File: src/sv/lct_pkg.sv
// Shared types and constants for the timestamp LRU cache.
package lct_pkg;

	localparam int LCT_SLOTS     = 8;
	localparam int LCT_TAG_BITS  = 32;
	localparam int LCT_DATA_BITS = 32;
	localparam int LCT_KEY_W     = 32;
	localparam int LCT_DIN_W     = 32;
	localparam int LCT_STAMP_W   = 64;
	localparam int LCT_CFG_W     = 4;
	localparam int LCT_SLOT_W    = 3;
	localparam int LCT_OCC_W     = 4;

	typedef enum logic [1:0] {
		KIND_LOOKUP = 2'd0,
		KIND_INSERT = 2'd1,
		KIND_PROBE  = 2'd2,
		KIND_CLEAR  = 2'd3
	} lct_kind_t;

	typedef enum logic [1:0] {
		ST_IDLE,
		ST_SCAN,
		ST_RESOLVE,
		ST_RESP
	} lct_state_t;

	// Controls for the slot memories; all fields share one address.
	typedef struct packed {
		logic rd_en;
		logic tag_data_we;
		logic stamp_we;
	} lct_mem_ctl_t;

endpackage

File: src/sv/lct_store.sv
// Slot memories: tag, payload and stamp arrays with registered reads.
module lct_store #(
	parameter int SLOTS     = lct_pkg::LCT_SLOTS,
	parameter int TAG_BITS  = lct_pkg::LCT_TAG_BITS,
	parameter int DATA_BITS = lct_pkg::LCT_DATA_BITS,
	parameter int IDX_W     = (SLOTS > 1) ? $clog2(SLOTS) : 1
) (
	input  logic                              clk,
	input  lct_pkg::lct_mem_ctl_t             mem_ctl,
	input  logic [IDX_W-1:0]                  addr,
	input  logic [TAG_BITS-1:0]               wr_tag,
	input  logic [DATA_BITS-1:0]              wr_data,
	input  logic [lct_pkg::LCT_STAMP_W-1:0]   wr_stamp,
	output logic [TAG_BITS-1:0]               rd_tag,
	output logic [DATA_BITS-1:0]              rd_data,
	output logic [lct_pkg::LCT_STAMP_W-1:0]   rd_stamp
);
	import lct_pkg::*;

	logic [TAG_BITS-1:0]    tag_mem   [SLOTS];
	logic [DATA_BITS-1:0]   data_mem  [SLOTS];
	logic [LCT_STAMP_W-1:0] stamp_mem [SLOTS];

	logic [TAG_BITS-1:0]    rd_tag_q;
	logic [DATA_BITS-1:0]   rd_data_q;
	logic [LCT_STAMP_W-1:0] rd_stamp_q;

	always_ff @(posedge clk) begin
		if (mem_ctl.tag_data_we) begin
			tag_mem[addr]  <= wr_tag;
			data_mem[addr] <= wr_data;
		end
		if (mem_ctl.stamp_we) begin
			stamp_mem[addr] <= wr_stamp;
		end
	end

	// Read data holds until the next read.
	always_ff @(posedge clk) begin
		if (mem_ctl.rd_en) begin
			rd_tag_q   <= tag_mem[addr];
			rd_data_q  <= data_mem[addr];
			rd_stamp_q <= stamp_mem[addr];
		end
	end

	assign rd_tag   = rd_tag_q;
	assign rd_data  = rd_data_q;
	assign rd_stamp = rd_stamp_q;

endmodule

File: src/sv/lct_ctrl.sv
// Sequencer: slot scan, replacement choice, valid bits, access clock and result register.
module lct_ctrl #(
	parameter int SLOTS     = lct_pkg::LCT_SLOTS,
	parameter int TAG_BITS  = lct_pkg::LCT_TAG_BITS,
	parameter int DATA_BITS = lct_pkg::LCT_DATA_BITS,
	parameter int IDX_W     = (SLOTS > 1) ? $clog2(SLOTS) : 1
) (
	input  logic                              clk,
	input  logic                              arst_n,
	input  logic                              cfg_wr_en,
	input  logic [lct_pkg::LCT_CFG_W-1:0]     cfg_wr_data,
	input  logic                              in_valid,
	output logic                              in_ready,
	input  logic [1:0]                        kind,
	input  logic [lct_pkg::LCT_KEY_W-1:0]     key,
	input  logic [lct_pkg::LCT_DIN_W-1:0]     data_in,
	output logic                              out_valid,
	input  logic                              out_ready,
	output logic                              hit,
	output logic [lct_pkg::LCT_DIN_W-1:0]     data_out,
	output logic                              evicted,
	output logic [lct_pkg::LCT_SLOT_W-1:0]    slot_index,
	output logic [lct_pkg::LCT_OCC_W-1:0]     occupied_count,
	output lct_pkg::lct_mem_ctl_t             mem_ctl,
	output logic [IDX_W-1:0]                  mem_addr,
	output logic [TAG_BITS-1:0]               wr_tag,
	output logic [DATA_BITS-1:0]              wr_data,
	output logic [lct_pkg::LCT_STAMP_W-1:0]   wr_stamp,
	input  logic [TAG_BITS-1:0]               rd_tag,
	input  logic [DATA_BITS-1:0]              rd_data,
	input  logic [lct_pkg::LCT_STAMP_W-1:0]   rd_stamp
);
	import lct_pkg::*;

	localparam int CNT_W = $clog2(SLOTS + 1);

	lct_state_t              state_q, state_d;
	lct_kind_t               kind_q;
	logic [TAG_BITS-1:0]     key_q;
	logic [DATA_BITS-1:0]    din_q;
	logic [CNT_W-1:0]        cap_q;
	logic [CNT_W-1:0]        cap_d;
	logic [SLOTS-1:0]        valid_q;
	logic [LCT_STAMP_W-1:0]  clock_q;
	logic [LCT_STAMP_W-1:0]  clock_inc;

	logic [IDX_W-1:0]        pos_s1;
	logic                    found_q;
	logic [IDX_W-1:0]        match_q;
	logic                    have_empty_q;
	logic [IDX_W-1:0]        empty_q;
	logic                    have_old_q;
	logic [IDX_W-1:0]        old_q;
	logic [LCT_STAMP_W-1:0]  old_stamp_q;

	logic                    r_hit_q;
	logic                    r_evict_q;
	logic [IDX_W-1:0]        r_slot_q;

	logic                    out_valid_q;
	logic                    hit_q;
	logic [LCT_DIN_W-1:0]    data_out_q;
	logic                    evicted_q;
	logic [LCT_SLOT_W-1:0]   slot_index_q;
	logic [LCT_OCC_W-1:0]    occupied_q;

	logic                    accept;
	logic                    scan_last;
	logic                    out_free;
	logic [IDX_W-1:0]        victim;
	logic                    is_lookup;
	logic                    is_insert;

	assign accept    = in_valid && in_ready;
	assign scan_last = (CNT_W'(pos_s1) + CNT_W'(1)) == cap_q;
	assign out_free  = !out_valid_q || out_ready;
	assign victim    = have_empty_q ? empty_q : old_q;
	assign is_lookup = kind_q == KIND_LOOKUP;
	assign is_insert = kind_q == KIND_INSERT;
	assign clock_inc = clock_q + LCT_STAMP_W'(1);

	assign wr_tag   = key_q;
	assign wr_data  = din_q;
	assign wr_stamp = clock_inc;

	// Clamp written capacity into 1..SLOTS.
	always_comb begin
		if (cfg_wr_data == '0) begin
			cap_d = CNT_W'(1);
		end else if (int'(cfg_wr_data) > SLOTS) begin
			cap_d = CNT_W'(SLOTS);
		end else begin
			cap_d = CNT_W'(cfg_wr_data);
		end
	end

	always_ff @(posedge clk or negedge arst_n) begin
		if (!arst_n) begin
			state_q <= ST_IDLE;
		end else begin
			state_q <= state_d;
		end
	end

	always_comb begin
		state_d  = state_q;
		in_ready = 1'b0;
		mem_ctl  = '0;
		mem_addr = '0;
		case (state_q)
			ST_IDLE: begin
				in_ready = 1'b1;
				if (in_valid) begin
					if (lct_kind_t'(kind) == KIND_CLEAR) begin
						state_d = ST_RESP;
					end else begin
						mem_ctl.rd_en = 1'b1;
						state_d       = ST_SCAN;
					end
				end
			end
			ST_SCAN: begin
				if (scan_last) begin
					state_d = ST_RESOLVE;
				end else begin
					mem_ctl.rd_en = 1'b1;
					mem_addr      = pos_s1 + IDX_W'(1);
				end
			end
			ST_RESOLVE: begin
				mem_addr = found_q ? match_q : victim;
				if (found_q) begin
					mem_ctl.stamp_we = is_lookup || is_insert;
					mem_ctl.rd_en    = is_lookup;
				end else begin
					mem_ctl.stamp_we    = is_insert;
					mem_ctl.tag_data_we = is_insert;
				end
				state_d = ST_RESP;
			end
			ST_RESP: begin
				if (out_free) begin
					state_d = ST_IDLE;
				end
			end
			default: begin
				state_d = ST_IDLE;
			end
		endcase
	end

	// Capacity, valid bits and access clock.
	always_ff @(posedge clk or negedge arst_n) begin
		if (!arst_n) begin
			cap_q   <= CNT_W'(SLOTS);
			valid_q <= '0;
			clock_q <= '0;
		end else begin
			if (cfg_wr_en) begin
				cap_q <= cap_d;
				for (int i = 0; i < SLOTS; i++) begin
					if (i >= int'(cap_d)) begin
						valid_q[i] <= 1'b0;
					end
				end
			end
			if (accept && lct_kind_t'(kind) == KIND_CLEAR) begin
				valid_q <= '0;
			end
			if (state_q == ST_RESOLVE) begin
				if (mem_ctl.stamp_we) begin
					clock_q <= clock_inc;
				end
				if (mem_ctl.tag_data_we) begin
					valid_q[victim] <= 1'b1;
				end
			end
		end
	end

	// Request capture and scan bookkeeping.
	always_ff @(posedge clk) begin
		if (accept) begin
			kind_q       <= lct_kind_t'(kind);
			key_q        <= TAG_BITS'(key);
			din_q        <= DATA_BITS'(data_in);
			pos_s1       <= '0;
			found_q      <= 1'b0;
			have_empty_q <= 1'b0;
			have_old_q   <= 1'b0;
			r_hit_q      <= 1'b0;
			r_evict_q    <= 1'b0;
			r_slot_q     <= '0;
		end else if (state_q == ST_SCAN) begin
			if (valid_q[pos_s1]) begin
				if (!found_q && rd_tag == key_q) begin
					found_q <= 1'b1;
					match_q <= pos_s1;
				end
				if (!have_old_q || rd_stamp < old_stamp_q) begin
					have_old_q  <= 1'b1;
					old_q       <= pos_s1;
					old_stamp_q <= rd_stamp;
				end
			end else if (!have_empty_q) begin
				have_empty_q <= 1'b1;
				empty_q      <= pos_s1;
			end
			if (!scan_last) begin
				pos_s1 <= pos_s1 + IDX_W'(1);
			end
		end else if (state_q == ST_RESOLVE) begin
			r_hit_q   <= found_q;
			r_evict_q <= !found_q && is_insert && !have_empty_q;
			if (found_q) begin
				r_slot_q <= match_q;
			end else if (is_insert) begin
				r_slot_q <= victim;
			end else begin
				r_slot_q <= '0;
			end
		end
	end

	// Result register; loads in the response state once the previous result has left.
	always_ff @(posedge clk or negedge arst_n) begin
		if (!arst_n) begin
			out_valid_q <= 1'b0;
		end else if (state_q == ST_RESP && out_free) begin
			out_valid_q <= 1'b1;
		end else if (out_ready) begin
			out_valid_q <= 1'b0;
		end
	end

	always_ff @(posedge clk) begin
		if (state_q == ST_RESP && out_free) begin
			hit_q        <= r_hit_q;
			data_out_q   <= (is_lookup && r_hit_q) ? LCT_DIN_W'(rd_data) : '0;
			evicted_q    <= r_evict_q;
			slot_index_q <= LCT_SLOT_W'(r_slot_q);
			occupied_q   <= LCT_OCC_W'($countones(valid_q));
		end
	end

	assign out_valid      = out_valid_q;
	assign hit            = hit_q;
	assign data_out       = data_out_q;
	assign evicted        = evicted_q;
	assign slot_index     = slot_index_q;
	assign occupied_count = occupied_q;

endmodule

File: src/sv/lru_cache_timestamp_top.sv
// Fully associative cache with timestamp LRU replacement: top level.
// Flow: a lookup, insert or probe scans the active capacity slot by slot, is then resolved,
//   and its result is registered from the response state; a clear goes straight to response.
// One request at a time, paced by the scan that reads one slot a cycle through the single
//   memory read port; no new request is taken until the result is loaded into the output register.
// Reset: valid bits and access clock cleared, capacity set to SLOTS; no clearing pass.
module lru_cache_timestamp_top #(
	parameter int SLOTS     = lct_pkg::LCT_SLOTS,
	parameter int TAG_BITS  = lct_pkg::LCT_TAG_BITS,
	parameter int DATA_BITS = lct_pkg::LCT_DATA_BITS
) (
	input  logic                              clk,
	input  logic                              arst_n,
	input  logic                              cfg_wr_en,
	input  logic [lct_pkg::LCT_CFG_W-1:0]     cfg_wr_data,
	input  logic                              in_valid,
	output logic                              in_ready,
	input  logic [1:0]                        kind,
	input  logic [lct_pkg::LCT_KEY_W-1:0]     key,
	input  logic [lct_pkg::LCT_DIN_W-1:0]     data_in,
	output logic                              out_valid,
	input  logic                              out_ready,
	output logic                              hit,
	output logic [lct_pkg::LCT_DIN_W-1:0]     data_out,
	output logic                              evicted,
	output logic [lct_pkg::LCT_SLOT_W-1:0]    slot_index,
	output logic [lct_pkg::LCT_OCC_W-1:0]     occupied_count
);
	import lct_pkg::*;

	localparam int IDX_W = (SLOTS > 1) ? $clog2(SLOTS) : 1;

	lct_mem_ctl_t           mem_ctl;
	logic [IDX_W-1:0]       mem_addr;
	logic [TAG_BITS-1:0]    wr_tag;
	logic [DATA_BITS-1:0]   wr_data;
	logic [LCT_STAMP_W-1:0] wr_stamp;
	logic [TAG_BITS-1:0]    rd_tag;
	logic [DATA_BITS-1:0]   rd_data;
	logic [LCT_STAMP_W-1:0] rd_stamp;

	lct_ctrl #(
		.SLOTS     (SLOTS),
		.TAG_BITS  (TAG_BITS),
		.DATA_BITS (DATA_BITS),
		.IDX_W     (IDX_W)
	) u_ctrl (
		.clk            (clk),
		.arst_n         (arst_n),
		.cfg_wr_en      (cfg_wr_en),
		.cfg_wr_data    (cfg_wr_data),
		.in_valid       (in_valid),
		.in_ready       (in_ready),
		.kind           (kind),
		.key            (key),
		.data_in        (data_in),
		.out_valid      (out_valid),
		.out_ready      (out_ready),
		.hit            (hit),
		.data_out       (data_out),
		.evicted        (evicted),
		.slot_index     (slot_index),
		.occupied_count (occupied_count),
		.mem_ctl        (mem_ctl),
		.mem_addr       (mem_addr),
		.wr_tag         (wr_tag),
		.wr_data        (wr_data),
		.wr_stamp       (wr_stamp),
		.rd_tag         (rd_tag),
		.rd_data        (rd_data),
		.rd_stamp       (rd_stamp)
	);

	lct_store #(
		.SLOTS     (SLOTS),
		.TAG_BITS  (TAG_BITS),
		.DATA_BITS (DATA_BITS),
		.IDX_W     (IDX_W)
	) u_store (
		.clk      (clk),
		.mem_ctl  (mem_ctl),
		.addr     (mem_addr),
		.wr_tag   (wr_tag),
		.wr_data  (wr_data),
		.wr_stamp (wr_stamp),
		.rd_tag   (rd_tag),
		.rd_data  (rd_data),
		.rd_stamp (rd_stamp)
	);

endmodule

File: config.mk
export PLATFORM = sky130hd
export DESIGN_NAME = lru_cache_timestamp_top
export DESIGN_NICKNAME = d
export VERILOG_FILES = /design/src/sv/lct_pkg.sv /design/src/sv/lct_store.sv /design/src/sv/lct_ctrl.sv /design/src/sv/lru_cache_timestamp_top.sv
export SDC_FILE = /design/constraint.sdc
export NUM_CORES = 1
export LEC_CHECK = 0
export BUFFER_PORTS_ARGS = -buffer_cell sky130_fd_sc_hd__buf_2
export CAP_MARGIN = 20
export CORE_ASPECT_RATIO = 1.75
export CORE_MARGIN = 2
export CORE_UTILIZATION = 35
export DETAILED_ROUTE_END_ITERATION = 8
export PLACE_DENSITY = 0.53
export SLEW_MARGIN = 20
export SYNTH_ARGS = -nofsm -noshare
export SYNTH_HDL_FRONTEND = slang
export SYNTH_SLANG_ARGS = --single-unit
export TNS_END_PERCENT = 5
File: constraint.sdc
create_clock -name clk -period 14.5 [get_ports clk]
set_input_delay 2.175 -clock clk [delete_from_list [all_inputs] [get_ports clk]]
set_output_delay 2.175 -clock clk [all_outputs]
set_load 0.01 [all_outputs]
==> metrics.yaml, run 1 <==
run_status:
  outcome: "completed"
run:
  cap_viol_max_count: 0
worst_setup_path:
  cp_top_family: "simple AND/OR/NAND/NOR gates"
  crit_arrival_ps: 5450
  cp_slowest_cell: "nor4_4"
  cp_max_fo: 46
  crit_type: "flip-flop to flip-flop"
  path_common_cell: "buf_4"
  crit_path_end_kind: "flip-flop"
  crit_chain: "ha_1 -> xnor3_1 -> nand4_1 -> a21oi_4 -> buf_4 -> nor4_4 -> buf_4 -> and2_4 -> buf_4"
  cp-start-kind: "flip-flop"
  worst-endpoint-required_ps: 14830
  critPathMaxStageDelay_ps: 980
  critPathBufInv: 3
global_route:
  grt_max_degree: 108
  track_usage_pct: 17.4
  grt_overflow_total: 0
  grt_pass1_wl_um: 204000
  antenna_found_initial: 2
  first_global_vias: 31000
sta:
  hold_slack_ps: 459
  worst_pin_slew_ps: 1130
  rsz0062_at_grt: "no"
  hold_viol_final: 0
  period_share_pct: 35.3
  maxSlewHeadroom_pct: 24.7
  slew_violations: 0
  setup_tns_ps: 0
  fmaxAchievable_mhz: 195
  fin_crit_ps: 5120
  clock_skew_ps: 40.0
  setup_viol: 0
placement:
  gp_congestion: 0.797
  hpwl_um: 78700
  portBuffers: 117
  dp_cells: 5466
logic_synthesis:
  syn_area_per_cell_um2: 15.9
  synthesis.nets: 3575
  synthFlopType: "edfxtp_1"
  synth_cell_types: 76
  netlist_area_um2: 54400
  synth_common_cells: "1332 x edfxtp_1, 504 x nand2_1, 238 x a21oi_1"
  ys_top_cells_by_area: "edfxtp_1 74%, dfrtp_1 3.6%, nand2_1 3.5%, a221oi_1 2.2%, a21oi_1 2.2%"
  async_reset_ff_share_pct: 5.56
  postSynthCellCount: 3420
  ys_ff_latch: 1422
  yosysTopAreaCellShare_pct: 73.5
  yosysMostFrequentCell: "edfxtp_1"
  yosysSeqAreaShare_pct: 77.6
  synth_edf_count: 1332
  synth_top_area_cell: "edfxtp_1"
  yosys_warnings: 0
drt:
  viasPerCell: 5.19
  avgRoutedWirePerCell_um: 24.3
  remaining_drc_errors: 0
  drt_iter0_markers: 1958
  vias: 29500
  wirelength_um: 138000
  dr.pass1.iters: 5
  final_antenna_net_count: 0
floorplanning:
  die_area_um2: 159000
  die_width_um: 302
  start_util_pct: 35.2
  coreArea_um2: 155000
  fp.dieH_um: 526
  io_pins: 118
  rows: 191
cts:
  cts.sinks: 1422
  cts_hold_buf: 0
  tritoncts: "yes"
  clk_pin_slew_ps: 70
  htreeDepth: 3
  cts_setup_buffers: 0
  cts_buffer_depth: 3
  cts-root-buf: "clkbuf_16"
  clk_latency_ps: 740
  cts-buffers-inserted: 117
  ctsResizeCount: 0
finish:
  final_nets: 3714
  area_growth_pct: 12.6
  final_cells: 5684
  final_core_util_pct: 39.6
  drive_above_1_share_pct: 11.5
power_and_ir_drop:
  p_total_w: 0.0112
  vdd_drop_max_mv: 0.208
  power_leakage_nw: 21.5
  powerDensity_nw_per_um2: 182
hold_path:
  min_path_type: "flip-flop to flip-flop"
area by class of cell:
cell class / count / area (um2)
Timing Repair Buffer: 184 / 1100
Clock buffer: 142 / 3120
Sequential cell: 1422 / 42200
Inverter: 85 / 320
Fill cell: 14100 / 93400
Multi-Input combinational cell: 1749 / 11200
Clock inverter: 75 / 748
Antenna cell: 1 / 2.50
Tap cell: 2026 / 2530
worst paths after layout:
| path | cells after the start | end | start | slack [ps] |
|---|---|---|---|---|
| setup / recovery | 9 | u_store.stamp_mem[1][28]$_DFFE_PP_ | u_ctrl.pos_s1[0]$_SDFFE_PP0P_ | 9380 |
| hold / removal | 0 | u_ctrl.old_stamp_q[26]$_DFFE_PP_ | u_store.rd_stamp[26]$_DFFE_PP_ | 460 |
| setup reg to reg | 9 | u_store.stamp_mem[1][28]$_DFFE_PP_ | u_ctrl.pos_s1[0]$_SDFFE_PP0P_ | 9380 |
| hold reg to reg | 0 | u_ctrl.old_stamp_q[26]$_DFFE_PP_ | u_store.rd_stamp[26]$_DFFE_PP_ | 460 |
| max in group asynchronous | 2 | u_ctrl.clock_q[13]$_DFFE_PN0P_ | arst_n | 11890 |
| min in group asynchronous | 1 | u_ctrl.valid_q[4]$_DFF_PN0_ | arst_n | 1470 |
per-layer routing:
| layer | share of wire [%] | GRT usage, % | vias to the layer above |
|---|---|---|---|
| met3 | 3.3 | 1.81 | 216 |
| met5 | 0.0094 | 0 | - |
| met4 | 3.3 | 6.34 | 2 |
| met2 | 56 | 33.8 | 661 |
| li1 | - | - | 13300 |
| met1 | 38 | 19.2 | 15300 |
metrics by stage:
| step | setup slack (ps) | instance area [um2] |
|---|---|---|
| after CTS | 9360 | 61200 |
| final | 9380 | 61200 |
| after global routing | 9130 | 61200 |
| after global placement | 9340 | 57300 |
| after detailed placement | 9370 | 57400 |
| after floorplan | 5160 | 54400 |
flip-flops by register name (all words and copies together), names as in the netlist, 8 cells and up:
signal / flops
u_ctrl.clock_q: 64
u_store.tag_mem: 256
u_store.rd_stamp: 64
u_store.rd_data: 32
u_ctrl.old_stamp_q: 64
u_ctrl.wr_tag: 32
u_ctrl.data_out: 32
u_ctrl.valid_q: 8
u_ctrl.wr_data: 32
u_store.stamp_mem: 512
u_store.data_mem: 256
u_store.rd_tag: 32
placed cells by master, fill, tap and decap left out, types with 12 or more instances in the layout:
cell and instances:
nor2_1 67, a22o_1 12, xor2_1 81, bufinv_16 13, o21ai_0 21, nand2_1 504
a221oi_1 138, edfxtp_1 1332, and2_1 38, nand3_1 97, a222oi_1 35, a21oi_1 235
inv_1 84, clkinvlp_4 12, buf_4 67, buf_2 116, or3_1 12, clkinv_2 23
a22oi_1 70, ha_1 76, nor3_1 22, xnor2_1 80, mux2i_1 44, a21o_1 19
clkbuf_16 120, o22ai_1 23, nand4_1 39, clkinv_1 22, clkbuf_1 19, dfrtp_1 78
power breakdown:
group          switching [W]  leakage, nW  internal (W)
registers           0.000282         13.7       0.00513
logic                0.00178         5.94      0.000732
clock network        0.00147         1.86       0.00176
logic make-up after synthesis:
kind of cell    synth area share (%)
compound gates                  7.58
mux                             1.02
buf+inv                         2.18
xor+xnor                        2.63
simple gates                    7.13
flops                           77.6
fa+ha+maj                       1.90
Note: power is estimated with default switching activity, not from simulation.
==> inputs of run 2 (changes only) <==
- PLACE_DENSITY: 0.53 -> 0.54
- clock period: 14.5 -> 4.45 ns (I/O delays scaled with it)
==> run 2 against run 1 <==
Effect of this change: sequential cell count unchanged; cell count increased by 0.70%; clock skew decreased by 14 ps; critical endpoint is now u_store.tag_mem[2][17]$_DFFE_PP_.
==> metrics.yaml, run 2 (synthesis results as in run 1) <==
finish:
  layout_commonest_cell: "edfxtp_1"
  drive_above_1_share_pct: 12.0  # +0.50 points
  top_register: "u_store.stamp_mem"
  final_cell_mix: "1332 x edfxtp_1, 504 x nand2_1, 235 x a21oi_1, 138 x a221oi_1, 120 x clkbuf_16"
  top_regs: "u_store.stamp_mem x512, u_store.data_mem x256, u_store.tag_mem x256"
  largest_register_ffs: 512  # unchanged
  area_growth_pct: 13.8
  final_nets: 3751  # +1.0%
  design_area_um2: 61900  # +1.1%
power_and_ir_drop:
  vdd_drop_max_mv: 0.957  # +360%
  powerDensity_nw_per_um2: 586  # +220%
  power_leakage_nw: 21.8  # +1.5%
  p_total_w: 0.0363  # +230%
placement:
  hpwl_um: 79500  # +1.1%
  pre_cts_ws_ps: 684  # -8680 ps
  gp_congestion: 0.801  # +0.56%
  portBuffers: 117  # unchanged
  placed_area_um2: 58100  # +1.3%
cts:
  ctsResizeCount: 0  # unchanged
  cts-root-buf: "clkbuf_16"
  cts.sinks: 1422  # unchanged
  cts_setup_buffers: 0  # unchanged
  clk_latency_ps: 740  # about the same
  cts_buffer_depth: 3  # unchanged
  htreeDepth: 3  # unchanged
  tritoncts: "yes"
  cts_hold_buf: 1  # +1
  cts-buffers-inserted: 117  # unchanged
  clk_pin_slew_ps: 70  # about the same
global_route:
  top_usage_layer: "met2"
  grt_pass1_wl_um: 202000  # -1.1%
  first_global_vias: 31200  # +0.52%
  antenna_found_initial: 3  # +1
  use_met3_pct: 1.72  # -0.091 points
  grt_overflow_total: 0  # unchanged
  use_met2_pct: 32.6  # -1.2 points
  track_usage_pct: 17.1  # -0.30 points
  grt_max_degree: 90  # -17%
  use_met1_pct: 19.5  # +0.27 points
worst_setup_path:
  crit_type: "flip-flop to flip-flop"
  endpoint: "u_store.tag_mem[2][17]$_DFFE_PP_"
  cp-start-kind: "flip-flop"
  worst-endpoint-required_ps: 4830  # -10000 ps
  crit_arrival_ps: 4150  # -1300 ps
  crit_path_start: "u_ctrl.pos_s1[0]$_SDFFE_PP0P_"
  cp_slowest_cell: "dfxtp_1"
  r2r_end: "u_store.tag_mem[2][17]$_DFFE_PP_"
  rrSetupSlack_ps: 680  # -8710 ps
  path_depth: 8  # -1
  r2r_cells: 8  # -1
  cp_max_fo: 48  # +4.3%
  crit_path_end_kind: "flip-flop"
  r2r_start: "u_ctrl.pos_s1[0]$_SDFFE_PP0P_"
  critPathMaxStageDelay_ps: 660  # -320 ps
  crit_chain: "ha_1 -> xnor2_1 -> nand4_1 -> a21oi_4 -> buf_4 -> nand3_1 -> nor2_4 -> buf_12"
  critPathBufInv: 2  # -1
  cp_top_family: "buffers and inverters"
sta:
  slew_violations: 0  # unchanged
  fmaxAchievable_mhz: 265  # +36%
  hold_slack_ps: 107  # -351 ps
  setup_tns_ps: 0  # unchanged
  period_share_pct: 84.8  # +49 points
  clock_skew_ps: 26.2  # -13.8 ps
  rsz0062_at_grt: "no"
  worst_pin_slew_ps: 938  # -188 ps
  fin_crit_ps: 3770  # -1340 ps
  maxSlewHeadroom_pct: 37.0  # +12 points
  setup_viol: 0  # unchanged
  fin_ws_ps: 677  # -8710 ps
  hold_viol_final: 0  # unchanged
drt:
  remaining_drc_errors: 0  # unchanged
  vias: 29600  # +0.28%
  dr.pass1.iters: 5  # unchanged
  wirelength_um: 136000  # -1.4%
  final_antenna_net_count: 0  # unchanged
  avgRoutedWirePerCell_um: 23.8  # -2.1%
  viasPerCell: 5.16  # -0.42%
  drt_iter0_markers: 2150  # +9.8%
floorplanning:
  io_pins: 118  # unchanged
  start_util_pct: 35.2  # unchanged
  rows: 191  # unchanged
  coreArea_um2: 155000  # unchanged
  fp.dieH_um: 526  # unchanged
  die_area_um2: 159000  # unchanged
  die_width_um: 302  # unchanged
hold_path:
  min_path_type: "input pin to flip-flop"
  hold_depth: 1  # +1
  min_from: "data_in[21]"
run:
  cap_viol_max_count: 0  # unchanged
run_status:
  outcome: "completed"
==> run 2: cell types whose count changed in the layout (fill, tap and decap cells not counted), moves of 3 or more <==
cell,change
buf_12,+36
clkbuf_1,+8
nor3_2,-8
nor3_4,+8
clkinv_1,+6
clkinvlp_4,-6
bufinv_16,-3
==> run 2: worst min path at each step <==
stage                                        to
2_1_floorplan       u_ctrl.cap_q[0]$_DFFE_PN0P_
3_3_place_gp   u_ctrl.old_stamp_q[48]$_DFFE_PP_
3_5_place_dp   u_ctrl.old_stamp_q[32]$_DFFE_PP_
4_1_cts              u_ctrl.wr_tag[0]$_DFFE_PP_
5_1_grt              u_ctrl.wr_tag[0]$_DFFE_PP_
6_report           u_ctrl.wr_data[21]$_DFFE_PP_
==> run 2: metal layers <==
| layer | vias up | part of all wire (%) |
|---|---|---|
| met5 | - | 0.022 |
| met4 | 4 | 3.1 |
| met3 | 211 | 3.5 |
| met2 | 687 | 55 |
| met1 | 15300 | 38 |
| li1 | 13400 | - |
==> run 2: power breakdown <==
part           internal (W)  switching, W  leakage, nW  total, W
combinational       0.00261       0.00581         6.32   0.00842
sequential           0.0167      0.000887         13.7    0.0176
clock               0.00555       0.00472         1.82    0.0103
==> run 2: layout make-up <==
cell class / count / area [um2]
inverter: 85 / 320
fill: 14000 / 92700
sequential: 1422 / 42200
tap: 2026 / 2530
clock buffer: 149 / 3130
multi-input combinational: 1749 / 11300
timing repair buffer: 221 / 1830
antenna: 1 / 2.50
clock inverter: 71 / 612
==> run 2: stage by stage <==
| step | utilization, % | instances |
|---|---|---|
| after floorplan | - | 3420 |
| after detailed placement | 37.6 | 5502 |
| final | 40.0 | 5724 |
| after global routing | 40.0 | 5724 |
| after CTS | 40.0 | 5723 |
| after global placement | 37.6 | 5502 |
==> run 2: worst register-to-register path, cell delays in order (launching register included) <==
cell and delay [ps]:
dfxtp_1 660, ha_1 360, xnor2_1 310, nand4_1 280, a21oi_4 340, buf_4 530
nand3_1 320, nor2_4 220, buf_12 310
